--- config.mk ---
export PLATFORM = sky130hd
export DESIGN_NAME = terminal_line_discipline_top
export DESIGN_NICKNAME = d
export VERILOG_FILES = /design/src/rtl/tld_pkg.sv /design/src/rtl/terminal_line_discipline_top.sv
export SDC_FILE = /design/constraint.sdc
export NUM_CORES = 1
export LEC_CHECK = 0
export ABC_AREA = 1
export ABC_CLOCK_PERIOD_IN_PS = 2600
export BUFFER_PORTS_ARGS = -buffer_cell sky130_fd_sc_hd__clkbuf_2
export CAP_MARGIN = 20
export CORE_MARGIN = 5
export CORE_UTILIZATION = 40
export DETAILED_ROUTE_END_ITERATION = 16
export PLACE_DENSITY = 0.58
export SYNTH_ARGS = -nofsm -noshare
export SYNTH_HDL_FRONTEND = slang
export SYNTH_SLANG_ARGS = --single-unit
--- constraint.sdc ---
create_clock -name clk -period 2.6 [get_ports clk]
set_input_delay 0.39 -clock clk [delete_from_list [all_inputs] [get_ports clk]]
set_output_delay 0.39 -clock clk [all_outputs]
set_load 0.01 [all_outputs]
--- src/rtl/tld_pkg.sv ---
`default_nettype none

package tld_pkg;

	localparam int LINE_DEPTH = 32;
	localparam int ADDR_W = $clog2(LINE_DEPTH);
	localparam int CNT_W = $clog2(LINE_DEPTH + 1);
	localparam logic [CNT_W-1:0] FILL_MAX = CNT_W'(LINE_DEPTH - 1);

	localparam int CFG_IDX_W = 2;
	localparam logic [CFG_IDX_W-1:0] REG_CANONICAL = 2'd0;
	localparam logic [CFG_IDX_W-1:0] REG_KEEP_TERM = 2'd1;

	localparam logic [7:0] CH_CR = 8'h0D;
	localparam logic [7:0] CH_NL = 8'h0A;
	localparam logic [7:0] CH_BS = 8'h08;
	localparam logic [7:0] CH_DEL = 8'h7F;
	localparam logic [7:0] CH_ETX = 8'h03;
	localparam logic [7:0] CH_EOT = 8'h04;
	localparam logic [7:0] CH_CARET = 8'h5E;
	localparam logic [7:0] CH_C = 8'h43;

	localparam logic DEST_TERM = 1'b0;
	localparam logic DEST_CLIENT = 1'b1;

	typedef enum logic [3:0] {
		ST_IDLE,
		ST_ECHO,
		ST_ECHO_CR,
		ST_FLUSH,
		ST_TERM,
		ST_ETX_CARET,
		ST_ETX_C,
		ST_ETX_CR,
		ST_ETX_SEND,
		ST_BS_ECHO
	} state_t;

endpackage

`default_nettype wire

--- src/rtl/terminal_line_discipline_top.sv ---
`default_nettype none

// Canonical line editor between a terminal and a serial client. One input
// transfer is taken at a time; it produces between zero and LINE_DEPTH + 2
// output bytes at one byte per cycle unless the output stalls, so an item
// occupies the block until its results (up to 34 at LINE_DEPTH = 32) are issued.
// A line flush reads the line memory once per cycle through its registered
// read port, which paces the flush. The output register lets the next item be
// accepted while the final result still waits. After an end of transmission
// the block swallows all input until reset; configuration writes still land.
module terminal_line_discipline_top (
	input  wire logic                         clk,
	input  wire logic                         arst_n,
	input  wire logic                         cfg_we,
	input  wire logic [tld_pkg::CFG_IDX_W-1:0] cfg_index,
	input  wire logic                         cfg_data,
	input  wire logic                         in_valid,
	output logic                              in_ready,
	input  wire logic                         req_type,
	input  wire logic [7:0]                   data,
	output logic                              out_valid,
	input  wire logic                         out_ready,
	output logic                              dest,
	output logic [7:0]                        byte_out,
	output logic                              last
);
	import tld_pkg::*;

	state_t state_q, state_d;

	logic canon_q, keep_q;
	logic halted_q, halt_d;
	logic [CNT_W-1:0] fill_q, fill_d;
	logic [CNT_W-1:0] idx_q, idx_d;
	logic client_q;
	logic [7:0] c_q;

	logic [7:0] line_mem [LINE_DEPTH];
	logic [7:0] rd_q;
	logic [ADDR_W-1:0] rd_addr;
	logic we;

	logic can_load, ld, ld_dest, ld_last;
	logic [7:0] ld_byte;

	logic out_valid_q, dest_q, last_q;
	logic [7:0] byte_q;

	assign can_load = !out_valid_q || out_ready;
	assign in_ready = (state_q == ST_IDLE);
	assign rd_addr = idx_d[ADDR_W-1:0];

	always_comb begin
		state_d = state_q;
		halt_d = halted_q;
		fill_d = fill_q;
		idx_d = idx_q;
		we = 1'b0;
		ld = 1'b0;
		ld_dest = DEST_TERM;
		ld_byte = c_q;
		ld_last = 1'b0;
		unique case (state_q)
			ST_IDLE: begin
				if (in_valid && !halted_q)
					state_d = ST_ECHO;
			end
			ST_ECHO: begin
				if (can_load) begin
					ld = 1'b1;
					if (client_q) begin
						ld_last = 1'b1;
						state_d = ST_IDLE;
						if (c_q == CH_EOT && !keep_q)
							halt_d = 1'b1;
					end else if (!canon_q) begin
						ld_dest = DEST_CLIENT;
						ld_last = 1'b1;
						state_d = ST_IDLE;
						if (c_q == CH_EOT)
							halt_d = 1'b1;
					end else begin
						unique case (c_q)
							CH_NL: state_d = ST_ECHO_CR;
							CH_CR, CH_EOT: begin
								idx_d = '0;
								state_d = (fill_q == '0) ? ST_TERM : ST_FLUSH;
							end
							CH_ETX: state_d = ST_ETX_CARET;
							CH_DEL, CH_BS: state_d = ST_BS_ECHO;
							default: begin
								ld_last = 1'b1;
								state_d = ST_IDLE;
								if (fill_q < FILL_MAX) begin
									we = 1'b1;
									fill_d = fill_q + CNT_W'(1);
								end
							end
						endcase
					end
				end
			end
			ST_ECHO_CR: begin
				if (can_load) begin
					ld = 1'b1;
					ld_byte = CH_CR;
					idx_d = '0;
					state_d = (fill_q == '0) ? ST_TERM : ST_FLUSH;
				end
			end
			ST_FLUSH: begin
				if (can_load) begin
					ld = 1'b1;
					ld_dest = DEST_CLIENT;
					ld_byte = rd_q;
					idx_d = idx_q + CNT_W'(1);
					if (idx_q + CNT_W'(1) == fill_q)
						state_d = ST_TERM;
				end
			end
			ST_TERM: begin
				if (can_load) begin
					ld = 1'b1;
					ld_dest = DEST_CLIENT;
					ld_byte = (c_q == CH_EOT) ? CH_EOT : CH_CR;
					ld_last = 1'b1;
					fill_d = '0;
					state_d = ST_IDLE;
					if (c_q == CH_EOT)
						halt_d = 1'b1;
				end
			end
			ST_ETX_CARET: begin
				if (can_load) begin
					ld = 1'b1;
					ld_byte = CH_CARET;
					state_d = ST_ETX_C;
				end
			end
			ST_ETX_C: begin
				if (can_load) begin
					ld = 1'b1;
					ld_byte = CH_C;
					state_d = ST_ETX_CR;
				end
			end
			ST_ETX_CR: begin
				if (can_load) begin
					ld = 1'b1;
					ld_byte = CH_CR;
					state_d = ST_ETX_SEND;
				end
			end
			ST_ETX_SEND: begin
				if (can_load) begin
					ld = 1'b1;
					ld_dest = DEST_CLIENT;
					ld_byte = CH_CR;
					ld_last = 1'b1;
					fill_d = '0;
					state_d = ST_IDLE;
				end
			end
			ST_BS_ECHO: begin
				if (can_load) begin
					ld = 1'b1;
					ld_byte = CH_BS;
					ld_last = 1'b1;
					if (fill_q != '0)
						fill_d = fill_q - CNT_W'(1);
					state_d = ST_IDLE;
				end
			end
			default: state_d = ST_IDLE;
		endcase
	end

	always_ff @(posedge clk or negedge arst_n) begin
		if (!arst_n) begin
			state_q <= ST_IDLE;
			halted_q <= 1'b0;
			fill_q <= '0;
			idx_q <= '0;
			canon_q <= 1'b0;
			keep_q <= 1'b0;
			out_valid_q <= 1'b0;
		end else begin
			state_q <= state_d;
			halted_q <= halt_d;
			fill_q <= fill_d;
			idx_q <= idx_d;
			if (cfg_we) begin
				if (cfg_index == REG_CANONICAL)
					canon_q <= cfg_data;
				else if (cfg_index == REG_KEEP_TERM)
					keep_q <= cfg_data;
			end
			if (ld)
				out_valid_q <= 1'b1;
			else if (out_ready)
				out_valid_q <= 1'b0;
		end
	end

	// input capture and output payload
	always_ff @(posedge clk) begin
		if (in_valid && in_ready) begin
			client_q <= req_type;
			c_q <= data;
		end
		if (ld) begin
			dest_q <= ld_dest;
			byte_q <= ld_byte;
			last_q <= ld_last;
		end
	end

	// line memory
	always_ff @(posedge clk) begin
		if (we)
			line_mem[fill_q[ADDR_W-1:0]] <= c_q;
		rd_q <= line_mem[rd_addr];
	end

	assign out_valid = out_valid_q;
	assign dest = dest_q;
	assign byte_out = byte_q;
	assign last = last_q;

endmodule

`default_nettype wire

==> results of run 1 <==
## through the flow
stage	util, %	TNS (ns)	area (µm²)	std cells	hold WS, ns
floorplan	-	-12.15	14020	1396	0.09441
global placement	44.11	-0.6217	15200	1891	0.4302
detailed placement	44.11	-2.120	15200	1891	0.4217
CTS	47.34	0	16310	1954	0.04233
global route	48.29	-0.1849	16640	1968	0.04813
finish	48.29	0	16640	1968	0.06106
## worst max-delay path by stage
stage	end	slack, ns	cells after the start
2_1_floorplan	line_mem[12][0]$_DFFE_PP_	-0.13	12
3_3_place_gp	line_mem[29][7]$_DFFE_PP_	-0.04	11
3_5_place_dp	line_mem[21][7]$_DFFE_PP_	-0.07	11
4_1_cts	rd_q[0]$_DFF_P_	0.009	17
5_1_grt	line_mem[27][3]$_DFFE_PP_	-0.01	12
6_report	rd_q[4]$_DFF_P_	0.10	13
## cell usage in the layout, fill, tap and decap left out, drive strengths merged
cell type,count
nand2,325
nand3,298
edfxtp,275
inv,187
buf,95
clkbuf,76
nor2,75
nand3b,36
o21ai,26
dfrtp,20
a21oi,16
clkinv,13
xor2,9
conb,8
dfxtp,8
a211oi,8
ha,6
nand4,5
a31oi,3
a41oi,3
bufinv,3
or2,3
xnor2,2
nor3,2
o31ai,2
o211ai,1
a22oi,1
o2111ai,1
o32ai,1
o21a,1
nor4,1
fa,1
clkinvlp,1
dlygate4sd3,1
## metal layers
metal / global-route usage [%] / up-vias
li1: - / 4877
met1: 28.58 / 4935
met2: 30.35 / 334
met3: 3.145 / 55
met4: 5.393 / 0
met5: 0 / -
## cells by family after synthesis
group,Yosys count,share of synthesized area (%)
simple gates,745,24.16
flops,303,63.89
buf+inv,259,7.618
compound gates,63,2.940
xor+xnor,11,0.6902
fa+ha+maj,7,0.6812
other cells,1,0.02686
## report_power, final
| group | switching, mW | internal [mW] | leakage [nW] |
|---|---|---|---|
| clock | 1.89 | 2.76 | 0.521 |
| sequential | 0.237 | 6.03 | 2.81 |
| combinational | 3.42 | 1.56 | 3.52 |
## flip-flops by register name, indices dropped and copies added (netlist names), 4 cells and up
register  flops
line_mem    256
byte_out      8
c_q           8
rd_q          8
fill_q        6
idx_q         6
state_q       4
## area by class of cell
cell class | count | area, µm² | share of cell area (%)
multi-input cells | 834 | 4188 | 25.17
flip-flops and latches | 303 | 8919 | 53.60
repair buffers | 126 | 1176 | 7.069
clock inverters | 16 | 170.2 | 1.023
well taps | 455 | 569.3 | 3.422
inverters | 188 | 710.7 | 4.271
clock buffers | 46 | 905.9 | 5.444
## what timing repair did
action,in CTS,in global routing
gates resized for setup,6,38
cloned,0,2
pin swaps,0,8
setup buffers,0,12
endpoints found under the hold margin,20,0
hold buffers,1,0
setup endpoints to repair,90,257
==> reports/metrics.cfg, run 1 <==
[clock_tree]
clkLatencyLatePin_ns=0.52
cts_tree=yes
cts_buffers=34
htree_levels=2
clock_sinks=303
root_buffer=clkbuf_16
clk_pin_slew_ns=0.06
cts_max_path_buffers=3

[placed_design]
port-buffer-count=28
gp_congestion=0.9195
pre_cts_slack_ns=-0.07166
dp_hpwl_um=24860

[layout]
layout-drive-gt1-share_pct=15.33
final_nets=1511
area_growth_pct=19.19
antennaDiodeCount=0
fillers=3227

[synthesis]
yosysSeqAreaShare_pct=63.89
synth.most_common_cell=nand2_1
synth.area.top_cells=edfxtp_1, nand3_1, nand2_1, inv_1, dfrtp_1
synth.ff_latch_count=303
synthCells=1389
synth_top_area_share_pct=59.16
synthTopCellsByCount=nand2_1, nand3_1, edfxtp_1, inv_1, nor2_1
yosys.area.top_type=edfxtp_1
netlist_area_um2=13960
synth_ff_type=edfxtp_1
async_flop_share_pct=6.601
synth_edf_count=275
avgSynthCellArea_um2=10.05
synth_cell_types=43
yosysWarnings=0

[die]
pin_count=29
fp.dieW_um=196.8
dieArea_um2=38730
core_um2=34460
die_h_um=196.8
rows=68
start_util_pct=40.51

[drt]
top_layer=met4
route.vias.total=10200
wl_met1_um=17580
met2RoutedLength_um=17960
ant_nets=0
wl_per_cell_um=19.73
drt_iter0_drc=806
wl_met3_um=2463
wirelength_um=38830
drc_errors=0
routed_via_density=5.183
drt_first_pass_iters=7

[worst_setup_path]
ff2ff_path_depth=13
r2r-start=state_q[3]$_DFFE_PN0P_
timing.critical_path.slowest_cell_delay_ns=0.42
worstPathBufferInverterCount=3
crit_family=simple AND/OR/NAND/NOR gates
crit_slowest_cell=dfrtp_1
crit_type=register to register
cp-end-kind=register
r2r_end=rd_q[4]$_DFF_P_
path_max_fanout=33
crit_chain=nor2_2 -> nand2_1 -> buf_4 -> a211oi_2 -> inv_1 -> nand2_2 -> buf_12 -> nand3_1 -> nand3_1 -> nand3_1 -> nand2_1 -> nand2_1 -> nand2_1
crit_top_cell=nand2_1
reg2reg_slack_ns=0.10
crit_required_ns=3.06
worstSetupStartpoint=state_q[3]$_DFFE_PN0P_
critPathLaunchType=register
arrival_ns=2.95

[hold_path]
holdCritStartpoint=data[3]
hp-class=input pin to register
min_path_cells=1
min_to=c_q[3]$_DFFE_PP_

[status]
outcome=finished, final reports clean

[global_route]
grt_first_pass_wirelength_um=58410
grt_antenna_before_repair=0
grt_overflow_total=0
grt_pass1_vias=9641
track_usage_pct=19.51
grt_max_degree=80

[sta]
slew_headroom_pct=57.07
setup_slack_ns=0.1012
finalHoldViolations=0
min_period_ns=2.499
slew_viol_final=0
fin_skew_ns=0.01410
period_share_pct=96.11
setup-violations-final=0
max_freq_ghz=0.4002
worst_slew_pin_slew_ns=0.6439

[pwr]
power_leakage_nw=6.855
cellPowerDensity_nw_per_um2=955.5
finalPower_mw=15.90
peakVddDrop_uv=572.1

[job]
maxCapViolCount=0

No activity file was read; power rests on OpenSTA's default activity.
==> inputs of run 2 (changes only) <==
--- a/config.mk
+++ b/config.mk
@@ -5,13 +5,13 @@
 export SDC_FILE = /design/constraint.sdc
 export NUM_CORES = 1
 export LEC_CHECK = 0
-export ABC_AREA = 1
 export ABC_CLOCK_PERIOD_IN_PS = 2600
 export BUFFER_PORTS_ARGS = -buffer_cell sky130_fd_sc_hd__clkbuf_2
 export CAP_MARGIN = 20
 export CORE_MARGIN = 5
 export CORE_UTILIZATION = 40
 export DETAILED_ROUTE_END_ITERATION = 16
+export HOLD_SLACK_MARGIN = 0.12
 export PLACE_DENSITY = 0.58
 export SYNTH_ARGS = -nofsm -noshare
 export SYNTH_HDL_FRONTEND = slang
==> run 2 against run 1 <==
The flow now finishes with violations (setup timing). Synthesized cell count decreased by 30%. Non-clock buffer count increased by 101. Final cell count decreased by 19%. Via count decreased by 12%. Maximum frequency decreased by 11%. Critical path depth unchanged. Flip-flop and latch count unchanged. Area after synthesis decreased by 7.4%. Setup slack got worse by 0.32 ns. Sequential share of layout area decreased by 1.4 points. Final area increased by 2.6%. Sequential power decreased by 4.8%. Largest cell class unchanged. Largest power group unchanged.
==> reports/metrics.cfg, run 2 <==
[sta]
rsz0062_at_grt=yes
finalHoldViolations=0
period_share_pct=108.4
slew_viol_final=0
max_freq_ghz=0.3547
fin_skew_ns=0.01766
setup-violations-final=263
min_period_ns=2.819
worst_slew_pin_slew_ns=0.8510
fin_setup_tns_ns=-37.37
setup_slack_ns=-0.2195
slew_headroom_pct=43.06

[die]
start_util_pct=40.76
fp.dieW_um=189.8
die_h_um=189.8
core_um2=31720
dieArea_um2=36020
rows=65
pin_count=29

[global_route]
grt_pass1_vias=8861
track_usage_pct=19.35
grt_overflow_total=0
grt_antenna_before_repair=0
grt_first_pass_wirelength_um=53660
grt_max_degree=74

[status]
outcome=finished with violations
violations=setup timing

[synthesis]
synthTopCellsByCount=edfxtp_1, nand2_1, nor2_1, and3_1, a31oi_1
synth-xor-area-share_pct=0.9484
avgSynthCellArea_um2=13.27
synth.area.top_cells=edfxtp_1, dfrtp_1, nand2_1, mux2i_1, a211oi_1
synth_compound_area_share_pct=12.10
netlist_area_um2=12930
synth_ff_type=edfxtp_1
synth.ff_latch_count=303
yosysWarnings=0
synthMuxAreaShare_pct=3.455
synth_top_family_by_area=compound AO/OA/AOI/OAI gates
synth_cell_types=63
synthAdderAreaFrac_pct=0.7355
yosysSeqAreaShare_pct=68.98
synthCells=974
synth.most_common_cell=edfxtp_1
synthSimpleGateAreaFrac_pct=11.21
synth_top_area_share_pct=63.87
async_flop_share_pct=6.601
yosys.area.top_type=edfxtp_1
synth_edf_count=275

[layout]
layout-drive-gt1-share_pct=32.64
final_nets=1199
final_cell_mix=edfxtp_1, buf_4, nand2_1
area_growth_pct=32.08
largest_reg_flops=256
antennaDiodeCount=0
fillers=2603
fin_util_pct=53.84
final_common_cell=edfxtp_1

[pwr]
power_leakage_nw=6.149
peakVddDrop_uv=642.0
cellPowerDensity_nw_per_um2=952.9

[worst_setup_path]
cp-end-kind=register
worstPathBufferInverterCount=5
arrival_ns=3.09
crit_slowest_cell=or4_4
crit_type=register to register
critPathLaunchType=register
crit_family=simple AND/OR/NAND/NOR gates
crit_top_cell=buf_6
timing.critical_path.slowest_cell_delay_ns=0.55
crit_required_ns=2.87
path_max_fanout=8
crit_chain=buf_4 -> buf_6 -> buf_8 -> or4_4 -> nor3_4 -> o21ai_2 -> a31oi_2 -> or3_4 -> nor2_4 -> nand3b_1 -> buf_12 -> nor2_1 -> buf_6

[clock_tree]
clkLatencyLatePin_ns=0.52
root_buffer=clkbuf_16
clock_sinks=303
htree_levels=2
cts_buffers=34
cts_tree=yes
cts_max_path_buffers=3
clk_pin_slew_ns=0.06

[drt]
drt_iter0_drc=636
routed_via_density=5.626
route.vias.total=9001
ant_nets=0
drc_errors=0
drt_first_pass_iters=5
wirelength_um=36160
wl_per_cell_um=22.60

[placed_design]
gp_congestion=0.8550
dp_hpwl_um=23050
port-buffer-count=28

[hold_path]
hp-class=input pin to register

[job]
maxCapViolCount=0

[run 2: changes by cell type after synthesis, sizes merged, moves of 26 or more]
cell / previous run / this run
nand3: 298 / 7
nand2: 325 / 119
inv: 185 / 8
and3: 0 / 49
a211oi: 8 / 54
a31oi: 3 / 48
o22ai: 0 / 40
mux2i: 0 / 39
nand3b: 36 / 7
buf: 51 / 23
clkbuf: 20 / 46
[run 2: worst paths after layout]
check / from / endpoint / slack (ns) / depth (start not counted)
setup / recovery: c_q[5]$_DFFE_PP_ / line_mem[18][0]$_DFFE_PP_ / -0.22 / 13
hold / removal: cfg_data / keep_q$_DFFE_PN0P_ / 0.14 / 2
setup reg to reg: c_q[5]$_DFFE_PP_ / line_mem[18][0]$_DFFE_PP_ / -0.22 / 13
hold reg to reg: halted_q$_DFFE_PN0P_ / halted_q$_DFFE_PN0P_ / 0.48 / 1
max in group asynchronous: arst_n / state_q[1]$_DFFE_PN0P_ / 1.77 / 2
min in group asynchronous: arst_n / fill_q[1]$_DFFE_PN0P_ / 0.43 / 2
[run 2: area by class of cell]
type | count | area [µm²] | area share (%)
clock buffers | 44 | 898.4 | 5.261
clock inverters | 15 | 176.4 | 1.033
inverters | 8 | 32.53 | 0.1905
multi-input cells | 601 | 4389 | 25.70
flip-flops and latches | 303 | 8919 | 52.23
well taps | 402 | 503.0 | 2.945
repair buffers | 227 | 2158 | 12.64
[run 2: kinds of logic (layout without fill, tap and decap cells)]
group | after synthesis | count (layout)
simple gates | 302 | 302
other cells | 1 | 8
flops | 303 | 303
compound gates | 226 | 226
buf+inv | 77 | 294
xor+xnor | 14 | 14
mux | 44 | 44
fa+ha+maj | 7 | 7
[run 2: power breakdown]
group,internal [mW],total (mW),switching [mW]
sequential,5.73,5.96,0.229
clock,2.75,4.65,1.90
combinational,2.51,5.67,3.16
total,11.0,16.3,5.28
[run 2: routing by layer]
metal,vias to the layer above,share of wire [%],GRT usage (%)
met3,48,7.3,3.321
met1,4480,43,27.63
met4,0,2.0,4.702
met5,-,0,0
li1,4157,-,-
met2,316,48,31.19
[run 2: metrics by stage]
stage	instances	setup slack (ns)	area [µm²]	power [mW]	hold WS [ns]
floorplan	981	-0.3048	13110	8.598	0.09441
global placement	1507	-0.3343	14860	10.67	0.4120
detailed placement	1507	-0.4172	14860	10.70	0.4072
CTS	1590	-0.2222	16590	15.80	0.1224
global route	1600	-0.3248	17080	16.99	0.1312
finish	1600	-0.2195	17080	16.27	0.1426
[run 2: worst reg2reg max path, stage by stage, from the launching register on]
cell and delay (ns):
edfxtp_1 0.44, buf_4 0.17, buf_6 0.10, buf_8 0.11
or4_4 0.55, nor3_4 0.14, o21ai_2 0.10, a31oi_2 0.20
or3_4 0.18, nor2_4 0.05, nand3b_1 0.14, buf_12 0.18
nor2_1 0.08, buf_6 0.15
[run 2: what timing repair did]
| item | CTS | global route |
|---|---|---|
| hold endpoints to repair | 29 | 0 |
| cloned | 2 | 3 |
| buffers inserted | 15 | 11 |
| endpoints found under the setup margin | 258 | 267 |
| gates resized for setup | 84 | 68 |
| pin swaps | 13 | 19 |
| hold buffers | 10 | 0 |
==> inputs of run 3 (changes only) <==
--- a/config.mk
+++ b/config.mk
@@ -5,10 +5,9 @@
 export SDC_FILE = /design/constraint.sdc
 export NUM_CORES = 1
 export LEC_CHECK = 0
-export ABC_CLOCK_PERIOD_IN_PS = 2600
 export BUFFER_PORTS_ARGS = -buffer_cell sky130_fd_sc_hd__clkbuf_2
 export CAP_MARGIN = 20
-export CORE_MARGIN = 5
+export CORE_MARGIN = 4
 export CORE_UTILIZATION = 40
 export DETAILED_ROUTE_END_ITERATION = 16
 export HOLD_SLACK_MARGIN = 0.12
==> run 3 against run 2 <==
The run still ends with setup timing left. Clock power barely moved. Total power increased by 1.7%. Non-clock buffer count fell by 9. Combinational power rose by 5.1%. Largest cell class unchanged.
==> reports/metrics.cfg, run 3 (same netlist as run 2, synthesis figures left out) <==
[status]
outcome=finished with violations
violations=setup timing

[layout]
antennaDiodeCount=0
largest_reg_flops=256
multi_input_area_um2=4726
fillers=2562
final_nets=1190
area_growth_pct=34.34
layout-drive-gt1-share_pct=34.17
regArea_um2=8919
final_cell_mix=edfxtp_1, buf_4, nand2_1
final_common_cell=edfxtp_1

[drt]
wirelength_um=36730
routed_via_density=5.696
drt_first_pass_iters=5
wl_per_cell_um=23.05
ant_nets=0
drc_errors=0
route.vias.total=9074
drt_iter0_drc=651

[global_route]
grt_pass1_vias=8875
grtUsageMet3_pct=3.127
grt_max_degree=57
use_met2_pct=32.88
grt_first_pass_wirelength_um=53930
grt_busiest_layer=met2
grt_overflow_total=0
track_usage_pct=19.78
grt_antenna_before_repair=0
grtUsageMet1_pct=27.79

[pwr]
switching_share_pct=33.08
finalPower_mw=16.55
intPower_mw=11.08
pwr-share-comb_pct=36.0
p_seq_share_pct=35.8
power.switching_mw=5.475
peakVddDrop_uv=470.3
clockPowerShare_pct=28.2
power_leakage_nw=6.182
cellPowerDensity_nw_per_um2=953.1

[die]
start_util_pct=40.76
dieArea_um2=35260
fp.dieW_um=187.8
die_h_um=187.8
rows=65
pin_count=29
core_um2=31720

[clock_tree]
htree_levels=2
clkLatencyLatePin_ns=0.53
cts_max_path_buffers=3
clock_sinks=303
cts_tree=yes
root_buffer=clkbuf_16
clk_pin_slew_ns=0.06
cts_buffers=34

[sta]
worst_slew_pin_slew_ns=0.6723
period_share_pct=113.3
finalHoldViolations=0
slew_viol_final=0
min_period_ns=2.947
rsz0062_at_grt=yes
setup-violations-final=262
fin_skew_ns=0.02009
setup_slack_ns=-0.3467
slew_headroom_pct=55.08
timing.hold.ws_ns=0.1530
max_freq_ghz=0.3394

[worst_setup_path]
critPathLaunchType=register
crit_family=compound AO/OA/AOI/OAI gates
ff2ff_path_depth=9
r2r_end=rd_q[7]$_DFF_P_
path_max_fanout=28
crit_slowest_cell=edfxtp_1
arrival_ns=3.38
crit_chain=nor4_4 -> nand4_1 -> a211o_1 -> a22o_4 -> buf_4 -> clkbuf_16 -> a31oi_1 -> o22ai_2 -> a211oi_2
worstPathBufferInverterCount=2
r2r-start=c_q[7]$_DFFE_PP_
crit_required_ns=3.03
crit_type=register to register
timing.critical_path.slowest_cell_delay_ns=0.43
cp-end-kind=register
reg2reg_slack_ns=-0.35

[hold_path]
min_to=keep_q$_DFFE_PN0P_
min_path_cells=2
hp-class=input pin to register
holdCritStartpoint=cfg_data

[placed_design]
port-buffer-count=28
gp_congestion=0.8410
dp_hpwl_um=23040

[job]
maxCapViolCount=0

run 3: stage by stage:
stage          util (%)  setup WS, ns  instances  setup TNS [ns]  cell area, µm²
3_5_place_dp      47.05       -0.4167       1513          -39.56           14920
2_1_floorplan         -       -0.3048        981          -60.43           13110
5_1_grt           54.76       -0.4242       1593          -52.15           17370
3_3_place_gp      47.05       -0.3947       1513          -17.25           14920
6_report          54.76       -0.3467       1593          -30.63           17370
4_1_cts           52.72       -0.2937       1592          -17.76           16720
run 3: per-layer routing:
metal,vias up,share of wire [%],wire (µm)
met5,-,0,0
met4,0,1.6,595
met3,48,6.0,2218
met2,309,49,18040
met1,4565,43,15870
li1,4152,-,-
run 3: layout make-up:
class | instances | area share, %
clock buffers | 46 | 5.453
clock inverters | 15 | 0.8429
inverters | 8 | 0.1729
multi-input cells | 601 | 27.21
flip-flops and latches | 303 | 51.35
well taps | 402 | 2.896
repair buffers | 218 | 12.07
run 3: timing repair:
action | in CTS | in global routing
endpoints found under the hold margin | 29 | 0
pin swaps | 29 | 48
cloned | 2 | 3
setup endpoints to repair | 265 | 267
gates resized for setup | 116 | 95
buffers inserted | 17 | 12
hold buffers | 10 | 0
run 3: power by group through the flow:
stage	Sequential (mW)	Clock, mW	Combinational, mW
floorplan	6.05	0	2.54
global placement	6.03	0	4.68
detailed placement	6.03	0	4.72
CTS	5.93	4.72	5.30
global route	5.95	4.96	6.33
finish	5.92	4.67	5.96
run 3: worst max path at each step:
stage,depth (start not counted),end,slack [ns],start
after floorplan,9,line_mem[14][0]$_DFFE_PP_,-0.30,c_q[2]$_DFFE_PP_
after global placement,10,rd_q[5]$_DFF_P_,-0.39,c_q[6]$_DFFE_PP_
after detailed placement,10,rd_q[4]$_DFF_P_,-0.42,c_q[5]$_DFFE_PP_
after CTS,10,rd_q[7]$_DFF_P_,-0.29,c_q[7]$_DFFE_PP_
after global routing,9,rd_q[2]$_DFF_P_,-0.42,c_q[7]$_DFFE_PP_
final,9,rd_q[7]$_DFF_P_,-0.35,c_q[7]$_DFFE_PP_
